File: src/rtl/cpi_pkg.sv
// Shared types and constants for the OFDM cyclic prefix inserter.
// No dependencies; cpi_regs, cpi_ctrl and the top level import this package.
package cpi_pkg;

  localparam int MAX_SYMBOL  = 2048;
  localparam int SAMPLE_BITS = 32;

  localparam int CFG_W   = 12;
  localparam int ADDR_W  = $clog2(2 * MAX_SYMBOL);
  localparam int SADDR_W = $clog2(MAX_SYMBOL);
  localparam int WPOS_W  = $clog2(MAX_SYMBOL);
  localparam int RPOS_W  = $clog2(2 * MAX_SYMBOL);
  localparam int LEN_W   = $clog2(MAX_SYMBOL) + 1;
  localparam int SLOT_W  = 3;
  localparam int PADDR_W = 4;
  localparam int PDATA_W = 32;

  localparam logic [SLOT_W-1:0] SLOT_SIZE_EQUAL = SLOT_W'(6);
  localparam logic [SLOT_W-1:0] SLOT_SIZE_MIXED = SLOT_W'(7);

  localparam logic [1:0] REG_SYMBOL_LENGTH       = 2'd0;
  localparam logic [1:0] REG_PREFIX_LENGTH       = 2'd1;
  localparam logic [1:0] REG_FIRST_PREFIX_LENGTH = 2'd2;

  localparam logic [CFG_W-1:0] RST_SYMBOL_LENGTH = CFG_W'(2048);
  localparam logic [CFG_W-1:0] RST_PREFIX_LENGTH = CFG_W'(144);

  typedef enum logic {
    KIND_PUSH = 1'b0,
    KIND_PULL = 1'b1
  } kind_t;

  typedef struct packed {
    kind_t       kind;
    logic [31:0] in_sample;
  } req_t;

  typedef struct packed {
    logic [31:0] out_sample;
    logic        out_valid;
    logic        symbol_start;
    logic        symbol_end;
    logic        push_dropped;
  } res_t;

  typedef struct packed {
    logic [CFG_W-1:0] symbol_length;
    logic [CFG_W-1:0] prefix_length;
    logic [CFG_W-1:0] first_prefix_length;
  } cfg_t;

  typedef struct packed {
    logic                   we;
    logic                   re;
    logic [ADDR_W-1:0]      addr;
    logic [SAMPLE_BITS-1:0] wdata;
  } mem_req_t;

  typedef struct packed {
    logic out_valid;
    logic symbol_start;
    logic symbol_end;
    logic push_dropped;
  } res_flags_t;

endpackage

File: src/rtl/cpi_regs.sv
// APB configuration registers: symbol length and the two prefix lengths.
// Depends on cpi_pkg.
module cpi_regs
  import cpi_pkg::*;
(
  input  logic               clk,
  input  logic               rst,
  input  logic               psel,
  input  logic               penable,
  input  logic               pwrite,
  input  logic [PADDR_W-1:0] paddr,
  input  logic [PDATA_W-1:0] pwdata,
  output logic [PDATA_W-1:0] prdata,
  output logic               pready,
  output cfg_t               cfg
);

  logic       wr;
  logic [1:0] idx;

  assign pready = 1'b1;
  assign idx    = paddr[3:2];
  assign wr     = psel && penable && pwrite && pready;

  always_ff @(posedge clk) begin
    if (rst) begin
      cfg.symbol_length       <= RST_SYMBOL_LENGTH;
      cfg.prefix_length       <= RST_PREFIX_LENGTH;
      cfg.first_prefix_length <= RST_PREFIX_LENGTH;
    end else if (wr) begin
      case (idx)
        REG_SYMBOL_LENGTH:       cfg.symbol_length       <= pwdata[CFG_W-1:0];
        REG_PREFIX_LENGTH:       cfg.prefix_length       <= pwdata[CFG_W-1:0];
        REG_FIRST_PREFIX_LENGTH: cfg.first_prefix_length <= pwdata[CFG_W-1:0];
        default: ;
      endcase
    end
  end

  always_comb begin
    case (idx)
      REG_SYMBOL_LENGTH:       prdata = PDATA_W'(cfg.symbol_length);
      REG_PREFIX_LENGTH:       prdata = PDATA_W'(cfg.prefix_length);
      REG_FIRST_PREFIX_LENGTH: prdata = PDATA_W'(cfg.first_prefix_length);
      default:                 prdata = '0;
    endcase
  end

endmodule

File: config.mk
export PLATFORM = sky130hd
export DESIGN_NAME = cpi_regs
export DESIGN_NICKNAME = d
export VERILOG_FILES = /design/src/rtl/cpi_pkg.sv /design/src/rtl/cpi_regs.sv
export SDC_FILE = /design/constraint.sdc
export NUM_CORES = 1
export LEC_CHECK = 0
export BUFFER_PORTS_ARGS = -buffer_cell sky130_fd_sc_hd__buf_2
export CAP_MARGIN = 0
export CORE_ASPECT_RATIO = 0.5
export CORE_UTILIZATION = 45
export CTS_BUF_LIST = sky130_fd_sc_hd__clkbuf_4 sky130_fd_sc_hd__clkbuf_8
export DETAILED_ROUTE_END_ITERATION = 12
export PLACE_DENSITY = 0.82
export SETUP_SLACK_MARGIN = 0.4
export SLEW_MARGIN = 10
export SYNTH_ARGS = -nofsm -noshare
export SYNTH_HDL_FRONTEND = slang
export SYNTH_SLANG_ARGS = --single-unit
File: constraint.sdc
create_clock -name clk -period 1.2 [get_ports clk]
set_input_delay 0.06 -clock clk [delete_from_list [all_inputs] [get_ports clk]]
set_output_delay 0.06 -clock clk [all_outputs]
set_load 0.005 [all_outputs]
==> results.toml <==
[power]
p_sw_mw = 0.658
seqPwrFrac = 0.478
powerDensity_nw_per_um2 = 835
p_int_mw = 1.91
cellLeakagePower_nw = 1.53
power_frac_comb = 0.139
ir_worst_vdd_uv = 565
finalPower_mw = 2.56
swShare = 0.256
clkPwrFrac = 0.383

[routing]
via_count = 1895
viasPerCell = 5.19
drc = 0
drt_iter0_drc = 89
drt_wl_total_mm = 6.74
avgRoutedWirePerCell_um = 18.5
dr.pass1.iters = 4
detail-route-antenna-nets = 0

[worst_setup_path]
worst_r2r_endpoint = "cfg[20]$_SDFFE_PP0P_"
cp.required_ns = 1.14
path_class = "reg2out"
r2r_slack_ns = 0.27
r2r_cells = 5
cp_max_fo = 2
r2r-start = "cfg[20]$_SDFFE_PP0P_"
critPathCaptureType = "primary output"
crit_start = "cfg[14]$_SDFFE_PP0P_"
endpoint = "prdata[2]"
cp.arrival_ns = 1.12
crit_path_start_kind = "flop"

[synthesis]
muxShareOfSynthArea = 0.252
synth_compound_area_frac = 0.0315
mappedNetlistArea_um2 = 1900
synth-xor-area-share = 0
yosys_warnings = 0
yosys.cell_types.count = 18
synthAdderAreaFrac = 0
yosysSeqAreaShare = 0.378
synth_top_family_by_area = "multiplexers"
synthCells = 201
avgSynthCellArea_um2 = 9.47
synthSimpleGateAreaFrac = 0.216
ys_seq_elements = 36

[clocking]
clkSinkCount = 36
root_buffer = "clkbuf_8"
htreeDepth = 2
cts_made_buffers = 5
path_clk_slew_ns = 0.07
clockBufferDepth = 2
worstSkewPairLatency_ns = 0.30
cts_tree = "done"

[global_routing]
grt_pass1_wl_mm = 7.42
grt.total_usage = 0.227
grt_pass1_vias = 1545
grt_start_max_net_pins = 52
antenna_found_initial = 0
overflow = 0

[timing]
min_period_ns = 1.18
tns_ns = 0
finClkSkew_ns = 0
rsz0062_at_grt = "true"
setup_violations = 0
finalMaxSlewViolations = 0
finalHoldViolCount = 0
period_share = 0.987
max_freq_ghz = 0.845

[floorplanning]
coreArea_um2 = 3980
start_util = 0.478
die-area_um2 = 4510
rows = 16
die_y_um = 48
die_w_um = 94
ioPinCount = 110

[cells_and_area]
fin_util = 0.771
areaGrowthSynthToFinish_pct = 61.3
nets = 351
reg_top3 = "cfg: 36 flops"
diodes = 0
largest_reg_flops = 36
drive_gt1_frac = 0.556
largest_register = "cfg"

[place]
gp_congestion = 0.791
dp_hpwl_mm = 3.15
io_buffers = 66

[job]
cap_violations = 0

[worst_hold_path]
hp-class = "in2reg"

[status]
status = "complete, no violations"
==> worst min path at each step <==
stage / from / to / depth (start not counted) / slack (ns)
global route: pwdata[4] / cfg[28]$_SDFFE_PP0P_ / 3 / 0.06
floorplan: paddr[3] / prdata[10] / 1 / 0.20
finish: pwdata[7] / cfg[31]$_SDFFE_PP0P_ / 3 / 0.04
CTS: pwdata[4] / cfg[28]$_SDFFE_PP0P_ / 3 / 0.03
global placement: pwdata[7] / cfg[31]$_SDFFE_PP0P_ / 3 / 0.34
detailed placement: pwdata[11] / cfg[35]$_SDFFE_PP1P_ / 3 / 0.35
==> power groups by stage <==
stage                     Sequential [mW]  Clock (mW)  Combinational [mW]
final                                1.23       0.982               0.357
after global routing                 1.23        1.03               0.381
after CTS                            1.22       0.938               0.282
after detailed placement             1.25           0               0.248
after global placement               1.25           0               0.241
after floorplan                      1.25           0               0.198
==> Yosys cell counts (all sizes together) <==
cell type | instances | area (um2)
nand4 | 1 | 21.3
o21ai | 12 | 60.1
dfxtp | 36 | 721
or3b | 1 | 8.76
nand3 | 1 | 5.00
nor3 | 1 | 10.0
and2b | 1 | 8.76
clkbuf | 7 | 26.3
conb | 2 | 7.51
nor3b | 1 | 7.51
nor2 | 8 | 30.0
mux2i | 48 | 480
nand2b | 43 | 269
buf | 26 | 198
or3 | 1 | 6.26
nand2 | 12 | 45.0
==> kinds of logic (layout without fill, tap and decap cells) <==
kind of cell / after synthesis / count (layout)
AO/OA/AOI/OAI: 12 / 12
flip-flops: 36 / 36
other: 2 / 21
multiplexers: 48 / 48
AND/OR/NAND/NOR: 70 / 70
buffers and inverters: 33 / 124
==> routing by layer <==
metal	wire length (um)	track usage
met3	471	0.0476
met5	0	0
met2	3260	0.418
met1	2770	0.267
met4	238	0.111
==> timing repair <==
action | CTS | global route
setup buffers | 19 | 23
gates resized for setup | 78 | 50
hold buffers | 0 | 0
setup endpoints to repair | 75 | 75
endpoints found under the hold margin | 0 | 0
pin swaps | 2 | 8
gates cloned | 0 | 0
==> critical path, cell delays in order (launching register included) <==
cell,delay (ns)
dfxtp_2,0.33
mux2i_1,0.22
o21ai_1,0.13
buf_2,0.14
==> area by class of cell <==
class	count	area, um2
clock buffers	8	97.6
repair buffers	116	1040
fillers	199	912
flip-flops and latches	36	766
multi-input cells	151	1100
well taps	54	67.6
==> placed cells by master, fill, tap and decap left out, drive strengths merged <==
cell / synthesis / routed
and2b: 1 / 1
buf: 26 / 115
clkbuf: 7 / 9
conb: 2 / 21
dfxtp: 36 / 36
mux2i: 48 / 48
nand2: 12 / 12
nand2b: 43 / 43
nand3: 1 / 1
nand4: 1 / 1
nor2: 8 / 8
nor3: 1 / 1
nor3b: 1 / 1
o21ai: 12 / 12
or3: 1 / 1
or3b: 1 / 1
==> stage by stage <==
step | setup slack [ns] | cells | instance area (um2) | hold WS (ns)
floorplan | 0.288 | 220 | 1990 | 0.203
global route | -0.0256 | 365 | 3070 | 0.0570
CTS | 0.153 | 342 | 2670 | 0.0279
finish | 0.0160 | 365 | 3070 | 0.0375
detailed placement | -0.0355 | 315 | 2220 | 0.346
global placement | 0.0407 | 315 | 2220 | 0.335
(Power assumes the default switching activity.)
