--- config.mk ---
export PLATFORM = sky130hd
export DESIGN_NAME = cpi_ctrl
export DESIGN_NICKNAME = d
export VERILOG_FILES = /design/src/rtl/cpi_pkg.sv /design/src/rtl/cpi_ctrl.sv
export SDC_FILE = /design/constraint.sdc
export NUM_CORES = 1
export LEC_CHECK = 0
export BUFFER_PORTS_ARGS = -buffer_cell sky130_fd_sc_hd__buf_2
export CAP_MARGIN = 20
export CORE_MARGIN = 5
export CORE_UTILIZATION = 51
export CTS_CLUSTER_SIZE = 40
export DETAILED_ROUTE_END_ITERATION = 12
export PLACE_DENSITY = 0.76
export REMOVE_ABC_BUFFERS = 1
export SYNTH_ARGS = -nofsm -noshare
export SYNTH_HDL_FRONTEND = slang
export SYNTH_SLANG_ARGS = --single-unit
--- constraint.sdc ---
create_clock -name clk -period 10.2 [get_ports clk]
set_clock_uncertainty 0.05 [all_clocks]
set_input_delay 1.02 -clock clk [delete_from_list [all_inputs] [get_ports clk]]
set_output_delay 1.02 -clock clk [all_outputs]
set_load 0.02 [all_outputs]
--- src/rtl/cpi_pkg.sv ---
// Shared types and constants for the OFDM cyclic prefix inserter.
// No dependencies; cpi_regs, cpi_ctrl and the top level import this package.
package cpi_pkg;

  localparam int MAX_SYMBOL  = 2048;
  localparam int SAMPLE_BITS = 32;

  localparam int CFG_W   = 12;
  localparam int ADDR_W  = $clog2(2 * MAX_SYMBOL);
  localparam int SADDR_W = $clog2(MAX_SYMBOL);
  localparam int WPOS_W  = $clog2(MAX_SYMBOL);
  localparam int RPOS_W  = $clog2(2 * MAX_SYMBOL);
  localparam int LEN_W   = $clog2(MAX_SYMBOL) + 1;
  localparam int SLOT_W  = 3;
  localparam int PADDR_W = 4;
  localparam int PDATA_W = 32;

  localparam logic [SLOT_W-1:0] SLOT_SIZE_EQUAL = SLOT_W'(6);
  localparam logic [SLOT_W-1:0] SLOT_SIZE_MIXED = SLOT_W'(7);

  localparam logic [1:0] REG_SYMBOL_LENGTH       = 2'd0;
  localparam logic [1:0] REG_PREFIX_LENGTH       = 2'd1;
  localparam logic [1:0] REG_FIRST_PREFIX_LENGTH = 2'd2;

  localparam logic [CFG_W-1:0] RST_SYMBOL_LENGTH = CFG_W'(2048);
  localparam logic [CFG_W-1:0] RST_PREFIX_LENGTH = CFG_W'(144);

  typedef enum logic {
    KIND_PUSH = 1'b0,
    KIND_PULL = 1'b1
  } kind_t;

  typedef struct packed {
    kind_t       kind;
    logic [31:0] in_sample;
  } req_t;

  typedef struct packed {
    logic [31:0] out_sample;
    logic        out_valid;
    logic        symbol_start;
    logic        symbol_end;
    logic        push_dropped;
  } res_t;

  typedef struct packed {
    logic [CFG_W-1:0] symbol_length;
    logic [CFG_W-1:0] prefix_length;
    logic [CFG_W-1:0] first_prefix_length;
  } cfg_t;

  typedef struct packed {
    logic                   we;
    logic                   re;
    logic [ADDR_W-1:0]      addr;
    logic [SAMPLE_BITS-1:0] wdata;
  } mem_req_t;

  typedef struct packed {
    logic out_valid;
    logic symbol_start;
    logic symbol_end;
    logic push_dropped;
  } res_flags_t;

endpackage

--- src/rtl/cpi_ctrl.sv ---
// Bank and position control: turns each request into result flags and, when served, a RAM access.
// Depends on cpi_pkg.
module cpi_ctrl
  import cpi_pkg::*;
(
  input  logic       clk,
  input  logic       rst,
  input  logic       accept,
  input  req_t       req,
  input  cfg_t       cfg,
  output mem_req_t   mem,
  output res_flags_t flags
);

  logic              write_bank, write_bank_next;
  logic [WPOS_W-1:0] write_position, write_position_next;
  logic [1:0]        bank_full, bank_full_next;
  logic              read_bank, read_bank_next;
  logic [RPOS_W-1:0] read_position, read_position_next;
  logic [SLOT_W-1:0] slot_count, slot_count_next;

  logic [LEN_W-1:0]   n;
  logic [CFG_W-1:0]   cp_raw;
  logic [LEN_W-1:0]   cp;
  logic [LEN_W:0]     total;
  logic [LEN_W:0]     pos_ext;
  logic [LEN_W:0]     addr_calc;
  logic [WPOS_W:0]    wp_inc;
  logic [SLOT_W-1:0]  slot_inc;
  logic [SLOT_W-1:0]  slot_size;
  logic               is_end;

  // effective symbol length: zero reads as one, saturate at the bank size
  always_comb begin
    if (cfg.symbol_length == '0) begin
      n = LEN_W'(1);
    end else if (32'(cfg.symbol_length) > 32'(MAX_SYMBOL)) begin
      n = LEN_W'(MAX_SYMBOL);
    end else begin
      n = LEN_W'(cfg.symbol_length);
    end
  end

  assign cp_raw    = (slot_count == '0) ? cfg.first_prefix_length : cfg.prefix_length;
  assign cp        = (32'(cp_raw) > 32'(n)) ? n : LEN_W'(cp_raw);
  assign total     = (LEN_W+1)'(n) + (LEN_W+1)'(cp);
  assign pos_ext   = (LEN_W+1)'(read_position);
  assign is_end    = pos_ext >= total - (LEN_W+1)'(1);
  assign wp_inc    = (WPOS_W+1)'(write_position) + (WPOS_W+1)'(1);
  assign slot_inc  = slot_count + SLOT_W'(1);
  assign slot_size = (cfg.prefix_length == cfg.first_prefix_length) ?
                     SLOT_SIZE_EQUAL : SLOT_SIZE_MIXED;

  // symbol address: tail of the symbol for the prefix, then the body
  always_comb begin
    if (is_end) begin
      addr_calc = (LEN_W+1)'(n) - (LEN_W+1)'(1);
    end else if (pos_ext < (LEN_W+1)'(cp)) begin
      addr_calc = (LEN_W+1)'(n) - (LEN_W+1)'(cp) + pos_ext;
    end else begin
      addr_calc = pos_ext - (LEN_W+1)'(cp);
    end
  end

  always_comb begin
    write_bank_next     = write_bank;
    write_position_next = write_position;
    bank_full_next      = bank_full;
    read_bank_next      = read_bank;
    read_position_next  = read_position;
    slot_count_next     = slot_count;
    mem                 = '0;
    flags               = '0;
    mem.wdata           = SAMPLE_BITS'(req.in_sample);
    if (accept) begin
      case (req.kind)
        KIND_PUSH: begin
          if (bank_full[write_bank]) begin
            flags.push_dropped = 1'b1;
          end else begin
            mem.we   = 1'b1;
            mem.addr = {write_bank, SADDR_W'(write_position)};
            if (32'(wp_inc) >= 32'(n)) begin
              write_position_next        = '0;
              bank_full_next[write_bank] = 1'b1;
              write_bank_next            = ~write_bank;
            end else begin
              write_position_next = wp_inc[WPOS_W-1:0];
            end
          end
        end
        KIND_PULL: begin
          if (bank_full[read_bank]) begin
            mem.re             = 1'b1;
            mem.addr           = {read_bank, addr_calc[SADDR_W-1:0]};
            flags.out_valid    = 1'b1;
            flags.symbol_start = (read_position == '0);
            flags.symbol_end   = is_end;
            if (is_end) begin
              read_position_next        = '0;
              bank_full_next[read_bank] = 1'b0;
              read_bank_next            = ~read_bank;
              slot_count_next           = (slot_inc >= slot_size) ? '0 : slot_inc;
            end else begin
              read_position_next = read_position + RPOS_W'(1);
            end
          end
        end
        default: ;
      endcase
    end
  end

  always_ff @(posedge clk) begin
    if (rst) begin
      write_bank     <= 1'b0;
      write_position <= '0;
      bank_full      <= '0;
      read_bank      <= 1'b0;
      read_position  <= '0;
      slot_count     <= '0;
    end else begin
      write_bank     <= write_bank_next;
      write_position <= write_position_next;
      bank_full      <= bank_full_next;
      read_bank      <= read_bank_next;
      read_position  <= read_position_next;
      slot_count     <= slot_count_next;
    end
  end

endmodule

==> metrics, run 1 <==
Hold Crit Class=register to register; Final min period=9.097 ns; Synth Register Bits=30; TritonCTS buffer count=5; Peak VDD IR=0.06005 mV; gr ovfl total=0; All-Layer GR Usage=24.92%; Pre-antenna DRT Iters=5; Final setup viols=0; final hold violation count=0; Post-synth ARST share=0%; Sw Ratio=43.01%; Die Span X=112.6 µm; 1st-iter DRT viols=410; most common cell after layout, fill and taps aside=ha_1; period utilisation layout=89.19%; post-cts sizing count=0; final core utilization=54.81%; Reg power frac=21.8%; crit-path max FO=9; TNS Setup=0 ns; Netlist cell types=55; Internal=308.8 µW; CTS root buf=clkbuf_8; fraction of layout cells with a size suffix above 1=12.55%; PortBufs=57; mapped cell area=0.005371 mm²; Syn Inst Count=682; net switching power=233.0 µW; Crit Path Category=input pin to output port; Initial Util=52.26%; WP data required=9.13 ns; nets@finish=873; largest net degree at the start of global routing=23; hold buffer count at cts=0; Residual DRC=0; f_max=0.1099 GHz; number of synthesized flops with an enable pin=0; Pins Over Slew Limit=0; Final GP Congestion=0.9690; commonest non-fill, non-tap cells in the layout=ha_1 (89), buf_2 (57), inv_1 (56), nor2_1 (55), a21oi_1 (49); first-pass GRT wire length=25390 µm; Synth Flop Type=dfxtp_1; initial antenna violation count=0; row count=37; die area=0.01268 mm²; H-Tree Depth=2; Die H=112.6 µm; HPWL Detailed=13430 µm; Gate power share=58.1%; CP Data Arrival Time=8.03 ns; Via Count=4987; Max stage delay on crit path=0.43 ns; vias per cell=5.958; Clock power frac=20.0%; Crit. End Element=output port; RSZ-0062 raised after global routing=no; slew margin rel.=37.26%; DRT antenna net count=0; max cap viols=0; YS warnings=0; IO Pins=122; sequential area share after synthesis=11.18%; fill count=965; total wire length=16230 µm; Reg clk slew, reported paths=0.08 ns; syn_area_per_cell=7.876 µm²; Antenna Cells=0; Core ar.=0.01028 mm²; Area Growth Syn to Fin=4.868%; critical path launch point type=input pin; CTS tree=built; WL per Instance=19.38 µm; Pwr per Cell Area=96.18 mW/mm²; Leak=0.002714 µW; CTS sink count=30; slowest cell on the critical path=a311oi_1; Tightest Pin Transition=0.9376 ns; vias in the first global route=4818; postcts setup bufs=0; Worst-Skew Late Latency=0.30 ns; clock buffer depth=2; status=completed
-- Yosys cell counts, drive strengths merged, types with 4 or more instances --
cell type  count  area, µm²
a211o          6      52.55
a21o          12      90.09
a21oi         49      245.2
a31oi          5      31.28
and3          10      62.56
buf           34      259.0
clkbuf        16      60.06
dfxtp         30      600.6
fa            12      240.2
ha            89       1114
inv           56      210.2
mux2          13      146.4
mux2i         18      180.2
nand2         42      157.7
nand2b         8      50.05
nand3         18      90.09
nand3b         7      52.55
nand4          9      56.30
nor2          55      206.5
nor2b         11      68.82
nor3          15      75.07
nor4          11      68.82
o21a           6      45.04
o21ai         24      120.1
o21bai         5      37.54
o221ai         9      85.08
or2            4      25.03
xnor2         28      245.2
xor2          38      332.8
-- worst max-delay path: cells and delay by family --
family | cells | cell delay [ns]
mux | 1 | 0.22
simple gates | 14 | 2.47
compound gates | 11 | 2.60
buf+inv | 5 | 0.53
fa+ha+maj | 5 | 1.13
-- cells by family after synthesis --
family	synth area share, %
buf+inv	9.993
mux	6.080
flops	11.18
fa+ha+maj	25.20
xor+xnor	10.76
simple gates	19.08
compound gates	17.70
-- layer usage --
metal	GRT usage, %	part of all wire, %	up-vias
met4	9.535	3.2	0
met3	6.523	7.5	40
li1	-	-	2432
met2	37.99	44	193
met1	33.29	45	2322
met5	3.529	0	-
-- layout make-up --
cell class	count	area, µm²	share of cell area, %
Tap cell	136	170.2	3.021
Timing Repair Buffer	61	315.3	5.598
Sequential cell	30	600.6	10.66
Inverter	58	217.7	3.865
Clock buffer	6	82.58	1.466
Clock inverter	2	12.51	0.2221
Multi-Input combinational cell	544	4234	75.17
-- power by group through the flow --
stage / clock (µW) / sequential, µW / combinational (µW)
after CTS: 110 / 118 / 312
after detailed placement: 0 / 121 / 309
final: 109 / 118 / 315
after floorplan: 0 / 121 / 234
after global placement: 0 / 121 / 302
after global routing: 116 / 118 / 353
-- registers in the layout (all words and copies together), names as in the netlist --
register and cells:
read_position 12, write_position 11, slot_count 3, bank_full 2
read_bank 1, write_bank 1
-- through the flow --
stage	instance area, µm²	hold slack (ns)	power, µW	cells	setup slack [ns]
after CTS	5633	0.4300	539.7	837	1.134
final	5633	0.4331	541.7	837	1.103
after floorplan	5052	0.3925	354.9	632	1.586
after global routing	5633	0.4764	587.2	837	0.2945
after detailed placement	5538	0.4191	430.0	829	1.166
after global placement	5538	0.4131	423.1	829	1.354
-- final timing paths --
path                 startpoint            end  slack [ns]  depth (start not counted)
hold reg to reg   slot_count[1]  slot_count[1]        0.43                          2
hold / removal    slot_count[1]  slot_count[1]        0.43                          2
setup / recovery        cfg[28]        mem[32]        1.10                         36
setup reg to reg  slot_count[0]  slot_count[2]        2.34                         34
(Power assumes the default switching activity.)
==> run 2: changes to the inputs <==
==> constraint.sdc (replaced) <==
create_clock -name clk -period 10.2 [get_ports clk]
set_clock_uncertainty 0.05 [all_clocks]
set_input_delay 2.04 -clock clk [delete_from_list [all_inputs] [get_ports clk]]
set_output_delay 2.04 -clock clk [all_outputs]
set_load 0.02 [all_outputs]
==> run 2 against run 1 <==
Effect of this change: utilization up 7.7 points; clock power up 47%; largest cell class unchanged; first-iteration DRC count up 20%; critical endpoint is now mem[41].
==> metrics, run 2 (synthesized netlist as in run 1, its figures left out) <==
status=completed; Hold Crit Class=register to register; Die Span X=112.6 µm; CTS sink count=30; critical path launch point type=input pin; HPWL Detailed=13470 µm; largest net degree at the start of global routing=23; Antenna Cells=0; Peak VDD IR=0.06417 mV; Area Growth Syn to Fin=19.64%; hold buffer count at cts=0; final setup margin=0.2283 ns; Final min period=9.972 ns; CP Data Arrival Time=7.88 ns; vias per cell=5.948; Finished Cell Area=0.006426 mm²; fill count=886; Seq. cell area=600.6 µm²; Leak=0.002999 µW; Pwr per Cell Area=103.5 mW/mm²; max cap viols=0; DRT antenna net count=0; WP data required=8.11 ns; fraction of layout cells with a size suffix above 1=24.09%; Via Count=5228; first-pass GRT wire length=25950 µm; Max stage delay on crit path=0.41 ns; row count=37; die area=0.01268 mm²; Pins Over Slew Limit=0; gr ovfl total=0; Biggest register=read_position; Die H=112.6 µm; All-Layer GR Usage=25.37%; placed standard-cell area=0.005763 mm²; Reg clk slew, reported paths=0.07 ns; WL per Instance=19.20 µm; period utilisation layout=97.76%; CTS tree=built; r2r setup slk=2.62 ns; initial antenna violation count=0; CTS root buf=clkbuf_8; Crit Path Category=input pin to output port; f_max=0.1003 GHz; Multi-input gate area=0.004573 mm²; Most common cell on crit path=buf_4; IO Pins=122; commonest non-fill, non-tap cells in the layout=ha_1 (84), nor2_1 (54), inv_1 (51), buf_4 (47); TritonCTS buffer count=5; 1st-iter DRT viols=492; Final GP Congestion=1.014; Core ar.=0.01028 mm²; clock buffer depth=2; H-Tree Depth=2; slew margin rel.=51.90%; largest registers=read_position (12), write_position (11), slot_count (3); max reg flops=12; crit-path max FO=6; pre-CTS WS=-0.5368 ns; total wire length=16870 µm; PortBufs=57; nets@finish=915; vias in the first global route=5094; Crit. End Element=output port; most common cell after layout, fill and taps aside=ha_1; Pre-antenna DRT Iters=5; Final setup viols=0; Tightest Pin Transition=0.7160 ns; slowest cell on the critical path=a2111oi_4; Initial Util=52.26%; final hold violation count=0; Residual DRC=0; Worst-Skew Late Latency=0.31 ns
==> run 2: cell types whose count changed in the layout (fill, tap and decap cells not counted), sizes merged <==
cell / previous run / this run
bufinv: 0 / 2
clkbuf: 6 / 7
clkinv: 3 / 2
buf: 61 / 102
clkinvlp: 1 / 0
==> run 2: routing by layer <==
| layer | wire length [µm] | vias up | GRT usage [%] |
|---|---|---|---|
| li1 | - | 2510 | - |
| met4 | 476 | 0 | 8.654 |
| met2 | 7797 | 240 | 41.39 |
| met3 | 1554 | 40 | 7.008 |
| met1 | 7045 | 2438 | 31.88 |
| met5 | 0 | - | 3.529 |
==> run 2: final timing paths <==
| kind | from | to | depth (start not counted) |
|---|---|---|---|
| max | cfg[29] | mem[41] | 34 |
| min | slot_count[1] | slot_count[1] | 2 |
| max reg2reg | slot_count[0] | slot_count[2] | 36 |
| min reg2reg | slot_count[1] | slot_count[1] | 2 |
==> run 2: repair_timing <==
item | in CTS | in global routing
pin swaps | 4 | 30
gates cloned | 0 | 1
buffers inserted | 2 | 10
endpoints found under the setup margin | 12 | 12
gates resized for setup | 12 | 80
==> run 2: per-stage QoR <==
step	utilization [%]	hold slack, ns	cells	setup TNS [ns]	power, µW
floorplan	-	0.3925	632	-1.422	354.9
global placement	56.07	0.4114	859	-0.4210	438.6
detailed placement	56.07	0.4172	859	-5.772	448.7
CTS	58.13	0.4270	869	0	616.4
global route	62.53	0.4720	879	-0.6394	707.8
finish	62.53	0.4335	879	0	664.9
==> run 2: cell type report <==
cell class / instances / share of cell area (%)
clock buffer: 6 / 1.285
clock inverter: 2 / 0.9346
inverter: 58 / 3.388
multi-input combinational: 544 / 71.16
sequential: 30 / 9.346
tap: 136 / 2.648
timing repair buffer: 103 / 11.23
==> run 2: worst max-delay path, delay by kind of cell <==
| family | cells | cell delay, ns |
|---|---|---|
| compound gates | 12 | 2.32 |
| simple gates | 10 | 1.30 |
| fa+ha+maj | 4 | 1.01 |
| buf+inv | 6 | 0.82 |
| mux | 1 | 0.19 |
| xor+xnor | 1 | 0.18 |
==> run 2: report_power, final <==
part           switching, µW  internal [µW]
logic                    211            176
registers              0.707            118
clock network           55.4            104
total                    267            398
